==> config.mk <==
export PLATFORM = sky130hd
export DESIGN_NAME = tbd_cfg
export DESIGN_NICKNAME = d
export VERILOG_FILES = /design/src/rtl/tea_block_decrypt_defines.svh /design/src/rtl/tbd_pkg.sv /design/src/rtl/tbd_cfg.sv
export SDC_FILE = /design/constraint.sdc
export NUM_CORES = 1
export LEC_CHECK = 0
export CORE_MARGIN = 2
export CORE_UTILIZATION = 39
export DETAILED_ROUTE_END_ITERATION = 8
export DONT_BUFFER_PORTS = 1
export SETUP_SLACK_MARGIN = 0.5
export SYNTH_ARGS = -nofsm -noshare
export SYNTH_HDL_FRONTEND = slang
export SYNTH_SLANG_ARGS = --single-unit
==> constraint.sdc <==
create_clock -name i_clk -period 2.7 [get_ports i_clk]
set_input_delay 0.135 -clock i_clk [delete_from_list [all_inputs] [get_ports i_clk]]
set_output_delay 0.135 -clock i_clk [all_outputs]
set_load 0.05 [all_outputs]
==> src/rtl/tea_block_decrypt_defines.svh <==
// ----------------------------------------------------------------------------
// TEA block decryptor assertion macros
// Concurrent assertion wrappers; empty when SYNTHESIS is defined.
// ----------------------------------------------------------------------------
`ifndef TEA_BLOCK_DECRYPT_DEFINES_SVH
`define TEA_BLOCK_DECRYPT_DEFINES_SVH

`ifndef SYNTHESIS
`define TBD_ASSERT_IMP(lbl, ante, cons) \
    lbl: assert property (@(posedge i_clk) disable iff (!i_rst_n) (ante) |-> (cons)) \
        else $error("assertion failed");
`define TBD_ASSERT_NXT(lbl, ante, cons) \
    lbl: assert property (@(posedge i_clk) disable iff (!i_rst_n) (ante) |=> (cons)) \
        else $error("assertion failed");
`else
`define TBD_ASSERT_IMP(lbl, ante, cons)
`define TBD_ASSERT_NXT(lbl, ante, cons)
`endif

`endif

==> src/rtl/tbd_pkg.sv <==
// ----------------------------------------------------------------------------
// TEA block decryptor package
// Shared constants, types and the per-round sum schedule.
// ----------------------------------------------------------------------------
`default_nettype none

package tbd_pkg;

    localparam int          TBD_ROUNDS_DEF = 32;
    localparam logic [31:0] TBD_DELTA      = 32'h9E37_79B9;
    localparam int          TBD_ADDR_W     = 4;

    typedef enum logic [1:0] {
        REG_KEY0 = 2'd0,
        REG_KEY1 = 2'd1,
        REG_KEY2 = 2'd2,
        REG_KEY3 = 2'd3
    } t_reg_idx;

    typedef struct packed {
        logic [31:0] k0;
        logic [31:0] k1;
        logic [31:0] k2;
        logic [31:0] k3;
    } t_key;

    // One pipeline slot: a valid flag and the two words of the block.
    typedef struct packed {
        logic        vld;
        logic [31:0] w0;
        logic [31:0] w1;
    } t_blk;

    // Sum used in round r of a decryption with the given round count.
    function automatic logic [31:0] tbd_round_sum(input int unsigned rounds,
                                                  input int unsigned r);
        logic [63:0] prod;
        prod = 64'(TBD_DELTA) * 64'(rounds - r);
        return prod[31:0];
    endfunction

endpackage

`default_nettype wire

==> src/rtl/tbd_cfg.sv <==
// ----------------------------------------------------------------------------
// TEA block decryptor key registers
// Holds the four 32-bit key words written over the register port.
// ----------------------------------------------------------------------------
`default_nettype none

module tbd_cfg
    import tbd_pkg::*;
(
    input  wire logic        i_clk,
    input  wire logic        i_rst_n,
    input  wire logic        i_wr_en,
    input  wire t_reg_idx    i_idx,
    input  wire logic [31:0] i_wdata,
    output t_key             o_keys,
    output logic [31:0]      o_rdata
);

    t_key r_keys;

    always_ff @(posedge i_clk) begin
        if (!i_rst_n) begin
            r_keys <= '0;
        end else if (i_wr_en) begin
            unique case (i_idx)
                REG_KEY0: r_keys.k0 <= i_wdata;
                REG_KEY1: r_keys.k1 <= i_wdata;
                REG_KEY2: r_keys.k2 <= i_wdata;
                REG_KEY3: r_keys.k3 <= i_wdata;
            endcase
        end
    end

    always_comb begin
        unique case (i_idx)
            REG_KEY0: o_rdata = r_keys.k0;
            REG_KEY1: o_rdata = r_keys.k1;
            REG_KEY2: o_rdata = r_keys.k2;
            REG_KEY3: o_rdata = r_keys.k3;
        endcase
    end

    assign o_keys = r_keys;

endmodule

`default_nettype wire

# Word level (Yosys, flattened, before mapping)
# Cells that the tools add are included.
# op_classes
n_eq_ne,3
n_mux,1
n_reduce_logical,5
# op_table
op,count
$pmux 32 s4,1
$reduce_and 2->1,4
$eq 2x2->1 const B,2
$eq 2x1->1 const B,1
$logic_not 2->1,1
# totals
register_bits,128
in_bits,37
out_inout_bits,160
word_cells,13

# Longest topological paths before layout
# depth
word_depth,2
depth_mapped,5
mapped_depth_nobuf,2

# Worst setup path after synthesis
# No wires, ideal clock.
# synth_path
path_kind,register to output
start,"reg r_keys, in the netlist o_keys[60]"
end,out o_rdata[28]
arrival_ps,1282
t_required_ps,2565
slack_ps,1283
path_stages_with_launch,2
n_path_buf,0
path_cell_list,dfxtp_1 -> mux4_1
# synth_via
elab_chain_len,1
# synth_lines
item,line_no,rtl
start: declaration,tbd_cfg.sv:19,t_key r_keys;
$pmux 32 s4,tbd_cfg.sv:35,unique case (i_idx)
end: declaration,tbd_cfg.sv:16,output logic [31:0] o_rdata
# Every way passes these cells.

==> flow_summary.ini <==
[synthesis]
synth_xor_area_share_pct = 0
yosys_warnings = 0
synth_common_cells = 160 x nand2_1, 128 x dfxtp_1, 128 x mux2i_1
netlist_area_sq_um = 5570
synth_area_leaders = dfxtp_1 46%, mux2i_1 23%, mux4_2 12%
synth_top_family_by_area = multiplexers
async_reset_ff_share_pct = 0
synth.avg_cell_area_sq_um = 11.3
synth_compound_area_share_pct = 0
synth.area.mux_share_pct = 36.2
yosys.area.top_type = dfxtp_1
synth-adder-area-share_pct = 0
ys.flop_type = dfxtp_1
synth_edf_count = 0
syn_inst = 493
synth_most_common_cell = nand2_1
seq_area_frac_synth_pct = 46.0
synth_top_area_share_pct = 46.0
syn_nets = 530
synth.distinct_cells = 13
synth_simple_gate_area_share_pct = 11.5
synth_seq_cells = 128

[cts]
clk-insertion-delay-late_ns = 0.41
cts_buffer_depth = 2
clkSlewWorstSetupHoldPaths_ns = 0.05
post_cts.repair.setup_buffers = 0
cts_tree = done
cts_root_buf = clkbuf_16
cts_htree_levels = 4
cts_made_buffers = 17
cts.sinks = 128

[worst_setup_path]
crit_arrival_ns = 2.50
crit_start = o_keys[40]
reg2reg_depth = 4
end_kind = flop
worst-path-max-fanout = 3
crit_top_cell = dlygate4sd3_1
reg2reg_to = o_keys[40]
worstPathCellList = nand2_1 -> dlygate4sd3_1 -> mux2i_1 -> dlygate4sd3_1
slowest_stage = dfxtp_1
crit_required_ns = 3.05
crit_family = buffers and inverters
cp-start-kind = flop
crit_buf_inv = 2
reg2reg_from = o_keys[40]
worst-r2r-setup-slack_ns = 0.55
critPathMaxStageDelay_ns = 0.69
critPathKind = reg2reg

[global_route]
globalRoute.totalOverflow = 0
antenna_found_initial = 0
grt_use_met1_pct = 23.8
met3_usage_pct = 7.75
busiest_layer = met2
grt_pass1_vias = 4531
grtUsageTotal_pct = 20.7
grt_pass1_wl_um = 23800
use_met2_pct = 35.0
grt_max_degree = 105

[placed_design]
dp_hpwl_um = 8160
portBuffers = 0
dp_cells = 636
place_congestion = 0.720

[cells_and_area]
final_cells = 794
drive_gt1_share_pct = 12.4
final_nets = 642
n_antenna_cell = 0
largest_reg_flops = 128
fillers = 1182
area.growth.synth_to_final_pct = 32.9

[run_status]
status = finished, final reports clean

[hold_path]
whs_path_depth = 3
hold_end = o_keys[84]
min_from = i_rst_n
hold_class = in2reg

[route]
wl_um = 15300
ant_nets = 0
firstDrtPassIters = 7
drt-wirelength-per-cell_um = 19.3
vias = 4202
route.detailed.drc = 0
drtIter0Drc = 229
viasPerCell = 5.29

[floorplanning]
coreArea_sq_um = 13900
core.rowCount = 43
die_w_um = 123
dieArea_sq_um = 15200
die_y_um = 123
io_pins = 197
start_util_pct = 40.0

[timing]
setup_viol = 0
finalCritPeriodShare_pct = 79.8
fin_skew_ns = 0
max_slew.worst_pin.slew_ns = 0.677
tns_ns = 0
finalHoldViolations = 0
rsz0062_at_grt = false
min_period_ns = 2.15
relSlewSlack_pct = 54.8
max_clock_freq_mhz = 464
finalMaxSlewViolations = 0

[power]
p_leak_nw = 3.27
vdd_ir_drop_max_uv = 364
power_per_cell_area_nw_per_um2 = 672

[run]
cap_violations = 0
==> power by group <==
part / leakage, nW / switching, mW / internal, mW
Clock: 0.296 / 0.781 / 1.52
Sequential: 1.05 / 0.297 / 1.96
Combinational: 1.93 / 0.222 / 0.196
==> layout make-up <==
class | instances | area (sq um) | area share, %
Multi-Input combinational cell | 324 | 2660 | 35.9
Sequential cell | 128 | 2580 | 34.8
Timing Repair Buffer | 134 | 1350 | 18.2
Clock buffer | 21 | 480 | 6.49
Tap cell | 180 | 225 | 3.04
Clock inverter | 7 | 110 | 1.49
==> metrics by stage <==
| stage | util, % | total power, mW | cell area [sq um] | setup WS [ns] | hold slack (ns) |
|---|---|---|---|---|---|
| final | 53.1 | 4.98 | 7400 | 0.546 | 0.205 |
| after global routing | 53.1 | 5.16 | 7400 | 0.457 | 0.212 |
| after CTS | 53.0 | 5.02 | 7380 | 0.607 | 0.194 |
| after detailed placement | 39.3 | 2.59 | 5480 | 1.24 | 0.305 |
| after global placement | 39.3 | 2.58 | 5480 | 1.26 | 0.299 |
| after floorplan | - | 2.61 | 5570 | 1.28 | 0.339 |
==> worst max-delay path by stage <==
stage,to,cells after the start,slack [ns]
after detailed placement,o_rdata[28],1,1.24
after global routing,o_keys[40],4,0.46
final,o_keys[40],4,0.55
after floorplan,o_rdata[28],1,1.28
after global placement,o_rdata[31],1,1.26
after CTS,o_keys[116],4,0.61
==> kinds of logic (layout without fill, tap and decap cells) <==
kind of cell | after synthesis | in the layout
flip-flops | 128 | 128
multiplexers | 160 | 160
AND/OR/NAND/NOR | 164 | 164
buffers and inverters | 41 | 162
==> metal layers <==
layer,share of wire [%],up-vias
met3,7.7,15
met1,41,2100
met2,50,166
li1,-,1921
met4,1.2,0
met5,0,-
==> cell usage in the layout, fill, tap and decap left out, types with 2 or more instances in the layout <==
master	instances
mux4_1	3
buf_4	4
bufinv_16	3
dfxtp_1	116
clkbuf_8	4
dfxtp_2	12
mux4_2	29
nand2_1	160
clkbuf_16	17
clkinv_2	4
nand3b_1	2
mux2i_1	128
dlygate4sd3_1	129
==> what timing repair did <==
action | CTS | global route
resized for setup | 0 | 12
setup endpoints to repair | 0 | 12
hold endpoints to repair | 128 | 0
hold buffers | 130 | 0
==> worst reg2reg max path, stage by stage (launching register included) <==
cell	delay, ns
dfxtp_1	0.69
nand2_1	0.11
dlygate4sd3_1	0.58
mux2i_1	0.13
dlygate4sd3_1	0.58
Power figures use the tool's default switching activity.
