**config.mk**
```make
export PLATFORM = sky130hd
export DESIGN_NAME = tbd_half
export DESIGN_NICKNAME = d
export VERILOG_FILES = /design/src/rtl/tea_block_decrypt_defines.svh /design/src/rtl/tbd_pkg.sv /design/src/rtl/tbd_half.sv
export SDC_FILE = /design/constraint.sdc
export NUM_CORES = 1
export LEC_CHECK = 0
export BUFFER_PORTS_ARGS = -buffer_cell sky130_fd_sc_hd__buf_2
export CORE_ASPECT_RATIO = 0.9
export CORE_UTILIZATION = 50
export CTS_CLUSTER_DIAMETER = 150
export DETAILED_ROUTE_END_ITERATION = 6
export GPL_TIMING_DRIVEN = 1
export PLACE_DENSITY = 0.88
export RECOVER_POWER = 50
export SYNTH_ARGS = -nofsm -noshare
export SYNTH_HDL_FRONTEND = slang
export SYNTH_SLANG_ARGS = --single-unit
```
**constraint.sdc**
```tcl
create_clock -name i_clk -period 5.72 [get_ports i_clk]
set_input_delay 0 -clock i_clk [delete_from_list [all_inputs] [get_ports i_clk]]
set_output_delay 0 -clock i_clk [all_outputs]
set_load 0.005 [all_outputs]
```
**src/rtl/tea_block_decrypt_defines.svh**
```systemverilog
// ----------------------------------------------------------------------------
// TEA block decryptor assertion macros
// Concurrent assertion wrappers; empty when SYNTHESIS is defined.
// ----------------------------------------------------------------------------
`ifndef TEA_BLOCK_DECRYPT_DEFINES_SVH
`define TEA_BLOCK_DECRYPT_DEFINES_SVH

`ifndef SYNTHESIS
`define TBD_ASSERT_IMP(lbl, ante, cons) \
    lbl: assert property (@(posedge i_clk) disable iff (!i_rst_n) (ante) |-> (cons)) \
        else $error("assertion failed");
`define TBD_ASSERT_NXT(lbl, ante, cons) \
    lbl: assert property (@(posedge i_clk) disable iff (!i_rst_n) (ante) |=> (cons)) \
        else $error("assertion failed");
`else
`define TBD_ASSERT_IMP(lbl, ante, cons)
`define TBD_ASSERT_NXT(lbl, ante, cons)
`endif

`endif

```
**src/rtl/tbd_pkg.sv**
```systemverilog
// ----------------------------------------------------------------------------
// TEA block decryptor package
// Shared constants, types and the per-round sum schedule.
// ----------------------------------------------------------------------------
`default_nettype none

package tbd_pkg;

    localparam int          TBD_ROUNDS_DEF = 32;
    localparam logic [31:0] TBD_DELTA      = 32'h9E37_79B9;
    localparam int          TBD_ADDR_W     = 4;

    typedef enum logic [1:0] {
        REG_KEY0 = 2'd0,
        REG_KEY1 = 2'd1,
        REG_KEY2 = 2'd2,
        REG_KEY3 = 2'd3
    } t_reg_idx;

    typedef struct packed {
        logic [31:0] k0;
        logic [31:0] k1;
        logic [31:0] k2;
        logic [31:0] k3;
    } t_key;

    // One pipeline slot: a valid flag and the two words of the block.
    typedef struct packed {
        logic        vld;
        logic [31:0] w0;
        logic [31:0] w1;
    } t_blk;

    // Sum used in round r of a decryption with the given round count.
    function automatic logic [31:0] tbd_round_sum(input int unsigned rounds,
                                                  input int unsigned r);
        logic [63:0] prod;
        prod = 64'(TBD_DELTA) * 64'(rounds - r);
        return prod[31:0];
    endfunction

endpackage

`default_nettype wire

```
**src/rtl/tbd_half.sv**
```systemverilog
// ----------------------------------------------------------------------------
// TEA block decryptor half-round stage
// Updates one word of the block from the other and registers the result.
// ----------------------------------------------------------------------------
`default_nettype none

module tbd_half
    import tbd_pkg::*;
#(
    parameter logic [31:0] SUM        = TBD_DELTA,
    parameter bit          UPD_SECOND = 1'b1
) (
    input  wire logic        i_clk,
    input  wire logic        i_rst_n,
    input  wire logic        i_en,
    input  wire t_blk        i_stg,
    input  wire logic [31:0] i_ka,
    input  wire logic [31:0] i_kb,
    output t_blk             o_stg
);

    logic        r_vld;
    logic [31:0] r_w0;
    logic [31:0] r_w1;
    logic [31:0] n_w0;
    logic [31:0] n_w1;
    logic [31:0] w_src;
    logic [31:0] w_mix;

    // The second word is mixed from the first, and the first from the second.
    assign w_src = UPD_SECOND ? i_stg.w0 : i_stg.w1;
    assign w_mix = ((w_src << 4) + i_ka) ^ (w_src + SUM) ^ ((w_src >> 5) + i_kb);

    assign n_w0 = UPD_SECOND ? i_stg.w0 : (i_stg.w0 - w_mix);
    assign n_w1 = UPD_SECOND ? (i_stg.w1 - w_mix) : i_stg.w1;

    always_ff @(posedge i_clk) begin
        if (!i_rst_n) begin
            r_vld <= 1'b0;
        end else if (i_en) begin
            r_vld <= i_stg.vld;
        end
    end

    always_ff @(posedge i_clk) begin
        if (i_en) begin
            r_w0 <= n_w0;
            r_w1 <= n_w1;
        end
    end

    assign o_stg.vld = r_vld;
    assign o_stg.w0  = r_w0;
    assign o_stg.w1  = r_w1;

endmodule

`default_nettype wire
```
# Word-level counts from Yosys, hierarchy flattened
# Index checks and enable logic that the tools add are counted.
# totals
out_inout_bits,65
inputBits,132
elab_cells,9
register_bits,65
# classes
bitwise_logic,2
addsub,4
# op_table
cell,count
$xor A32 B32 Y32,2
$add A27 B32 Y32,1
$add A32 B32 Y32,1
$add A32 B32 Y32 const B,1
$sub A32 B32 Y32,1

# Depth between registers and ports, before layout
# logic_depth
word_depth,4
depth_mapped,22

# Worst setup path before layout
# No wires, ideal clock.
# synth_timing
kind,input to register
start,input port i_stg[47] (netlist bit)
end,register r_w1[31] (data pin)
path_buffers,0
path_stages,20
setup_time_ns,0.265
t_required_ns,5.455
arrival_ns,3.800
path_slack_ns,1.655
cell_sequence,ha_1 a21o_1 a21o_1 a221o_1 a41oi_2 o21ai_0 a21o_1 a21oi_1 xnor2_1 xnor2_1 ha_1 and3_1 and2_1 a221oi_1 nand2b_1 a31oi_1 a21boi_0 nor3_1 a211oi_1 xor2_1
# synth_via
elab_chain_cells,4
elab_cells_between_ends,6
classes_between,4 x add/sub; 2 x bitwise
# synth_lines
element,line_no,source
"start, declared",tbd_half.sv:16,"input wire t_blk i_stg,"
$add A32 B32 Y32,tbd_half.sv:32,assign w_mix = ((w_src << 4) + i_ka) ^ (w_src + SUM) ^ ((w_src >> 5) + i_kb);
$xor A32 B32 Y32,tbd_half.sv:32,
$xor A32 B32 Y32 *,tbd_half.sv:32,
$sub A32 B32 Y32 *,tbd_half.sv:35,assign n_w1 = UPD_SECOND ? (i_stg.w1 - w_mix) : i_stg.w1;
net n_w1[31],tbd_half.sv:26,logic [31:0] n_w1;
"end signal, assigned",tbd_half.sv:48,r_w1 <= n_w1;
"end, declared",tbd_half.sv:24,logic [31:0] r_w1;
# The timed path passes the listed nets; every way through them passes the cells marked *.
# A chain may end at the register's enable or synchronous reset.

# Worst setup path after layout
# layout_timing
start,input port i_stg[37] (netlist bit)
end,register r_w1[31] (data pin)
# The elaborated chain is that of the path after synthesis.

==> impl_results.md <==
* Outcome: finished with violations
* Failing checks: max-capacitance violations, max-slew violations
* Deepest clock path buffer count at 2
* Synth Instances at 789
* Final WL at 21370 um
* Die area at 15050 um2
* Internal power at 1.950 mW
* Leakage power at 3.811 nW
* Setup_tns at 0 ns
* Sequential power share at 23.8%
* Largest net degree at the start of global routing at 66
* Ports at 197
* MaxCap Viol Count at 1
* Vias in the first global route at 6666
* Worst Tran Pin Value at 3.643 ns
* Largest fanout on the critical path at 6
* Overall Global Routing Usage at 28.30%
* Critical Path Start Type: primary input
* Ys async rst share at 0%
* Starting Density at 51.61%
* # Post-CTS Setup Buffers at 0
* DR vias/cell at 5.908
* Clock root cell: clkbuf_16
* Worst hold path type: in2reg
* Synth top area share at 26.40%
* Reg2reg path depth at 3
* Largest cells by area after synthesis: edfxtp_1, xnor2_1, ha_1
* Maximum VDD drop at 165.4 uV
* Sw frac at 40.02%
* CTS tree: built
* Clock group share of total power at 16.4%
* Most frequent cell after synthesis: xnor2_1
* Core area at 14110 um2
* Clk_lat worst skew at 0.32 ns
* Post-synth top flop: edfxtp_1
* Hold Path Sink: r_w1[1]
* Most frequent cells after synthesis: xnor2_1, ha_1, a21oi_1
* Req. time, crit path at 5.78 ns
* Avg Inst Size Synth at 9.228 um2
* Flop2flop setup slack at 4.46 ns
* Nets at 1238
* Setup Viol. Count Final at 0
* DR vias at 7190
* DR pass1 iterations at 6
* Critical R2R Capture: r_vld
* Cell variety after synth at 62
* Final Hold Vio Count at 0
* Relative max-transition margin at -142.9%
* Routability Congestion at 0.9603
* WL per Instance at 17.56 um
* Initial DRC count at 941
* H-Tree Depth at 3
* Layout cells sized above 1 at 17.03%
* Worst-path clk slew at 0.05 ns
* Crit path DAT at 5.25 ns
* Post-Syn Nets at 1010
* Die W at 129.2 um
* Row cnt at 41
* Period utilization at 90.78%
* Clk_skew at 0 ns
* Register area share after synthesis at 26.67%
* Sink Count at 65
* Combinational Power Share at 59.8%
* Gr ovfl total at 0
* HP Start: i_stg[1]
* P&R area growth vs syn at 23.15%
* Die height at 116.5 um
* I/O Buffers at 196
* Detail Placement HPWL at 16780 um
* CTS resizes at 0
* Yosys warning count at 0
* CTS Buf Count at 9
* Minimum clock period at 5.193 ns
* Mapped cell area at 7281 um2
* Final hold slack at 0.03760 ns
* Critical Path Sink Type: register
* Seq cells post-synth at 65
* Post-synth EDFFs at 64
* Power per cell area at 362.7 nW/um2
* Fillers at 1153
* First-pass GRT wire length at 32860 um
* CP Class: in2reg
* Unrepaired setup endpoints after global routing: false
* Post-synth top area cell: edfxtp_1
* Reg2reg start: r_vld
* Antenna violations before repair at 0
* Post-DRT Antenna Nets at 0
* Max Fclk at 192.6 MHz
* WHS Path Cells at 2
* Drt drc at 0
* Switching Power at 1.301 mW
* Pins over their slew limit at 66
## power groups by stage
stage | Sequential [mW] | Combinational [mW] | Clock, mW
global placement | 0.777 | 1.86 | 0
detailed placement | 0.781 | 1.90 | 0
finish | 0.775 | 1.94 | 0.533
global route | 0.791 | 2.14 | 0.554
floorplan | 0.803 | 1.36 | 0
CTS | 0.774 | 1.92 | 0.532
## routing by layer
layer / part of all wire, % / vias to the layer above / global-route usage, %
li1: - / 3380 / -
met1: 41 / 3321 / 37.23
met2: 46 / 411 / 45.59
met3: 8.2 / 78 / 3.481
met4: 4.7 / 0 / 15.37
met5: 0 / - / 0
## how the worst max path moves through the flow
stage | depth (start not counted) | start | endpoint
floorplan | 20 | i_stg[47] | r_w1[31]
global placement | 21 | i_stg[47] | r_w1[31]
detailed placement | 21 | i_stg[47] | r_w1[31]
CTS | 22 | i_stg[47] | r_w1[31]
global route | 21 | i_stg[46] | r_w1[31]
finish | 22 | i_stg[37] | r_w1[31]
## critical path: stages
cell and delay, ns:
dlygate4sd3_1 0.53, clkbuf_1 0.34, ha_1 0.25, inv_1 0.06
fa_1 0.39, nand2b_1 0.18, a21oi_1 0.18, nor3_1 0.07
o21ai_0 0.31, a31oi_1 0.26, o21ai_0 0.41, xnor2_1 0.14
xnor2_1 0.23, ha_1 0.33, and2_1 0.17, a221oi_1 0.31
nand2b_1 0.17, a31oi_1 0.14, a21boi_0 0.31, nor3_1 0.08
a211oi_1 0.26, xor2_1 0.11
## metrics by stage
step           power, mW  worst slack [ns]  std cells  utilization [%]  instance area (um2)
5_1_grt            3.481            0.2581       1215            63.52                 8961
3_3_place_gp       2.634             1.164       1173            60.17                 8488
6_report           3.252            0.5275       1217            63.56                 8966
4_1_cts            3.230            0.8377       1215            64.00                 9029
2_1_floorplan      2.168             1.655        789                -                 7281
3_5_place_dp       2.682             1.038       1173            60.17                 8488
## placed cells by master, fill, tap and decap left out, types with 10 or more instances in the layout
| cell | Yosys | layout |
|---|---|---|
| a21o_1 | 42 | 42 |
| a21oi_1 | 71 | 71 |
| a31oi_1 | 13 | 13 |
| and3_1 | 10 | 10 |
| buf_2 | 0 | 145 |
| clkbuf_1 | 6 | 55 |
| dlygate4sd3_1 | 0 | 26 |
| edfxtp_1 | 64 | 64 |
| ha_1 | 86 | 86 |
| inv_1 | 24 | 24 |
| nand2_1 | 51 | 51 |
| nand2b_1 | 10 | 10 |
| nand3_1 | 10 | 10 |
| nor2_1 | 42 | 42 |
| nor2b_1 | 10 | 10 |
| nor3_1 | 14 | 14 |
| o21ai_0 | 54 | 54 |
| xnor2_1 | 146 | 146 |
| xor2_1 | 27 | 27 |
## sequential cells by signal, indices dropped and copies added (netlist names)
register,flops
r_w0,32
r_w1,32
r_vld,1
## timing repair
action                                  CTS  global route
hold buffers                             26             0
endpoints found under the setup margin    0             0
endpoints found under the hold margin    25             0
## final cells by class
class	count	area (um2)	share of cell area, %
diodes	2	5.005	0.05582
clock buffers	12	236.5	2.637
flip-flops and latches	65	1942	21.66
well taps	193	241.5	2.693
repair buffers	224	1189	13.26
multi-input cells	693	5219	58.21
inverters	24	90.09	1.005
clock inverters	4	43.79	0.4884
## cell families (layout without fill, tap and decap cells)
family                     Yosys count  after routing  share of synthesized area [%]
AOI/OAI and AO/OA                  247            247                          22.32
xor gates and xnor gates           175            175                          21.43
adders and majority gates           89             89                          15.60
buffers and inverters               31            264                          1.650
DFF                                 65             65                          26.67
muxes                                1              1                         0.1375
other                                0              2                              0
and+or+nand+nor                    181            181                          12.18
Power figures use the tool's default switching activity.
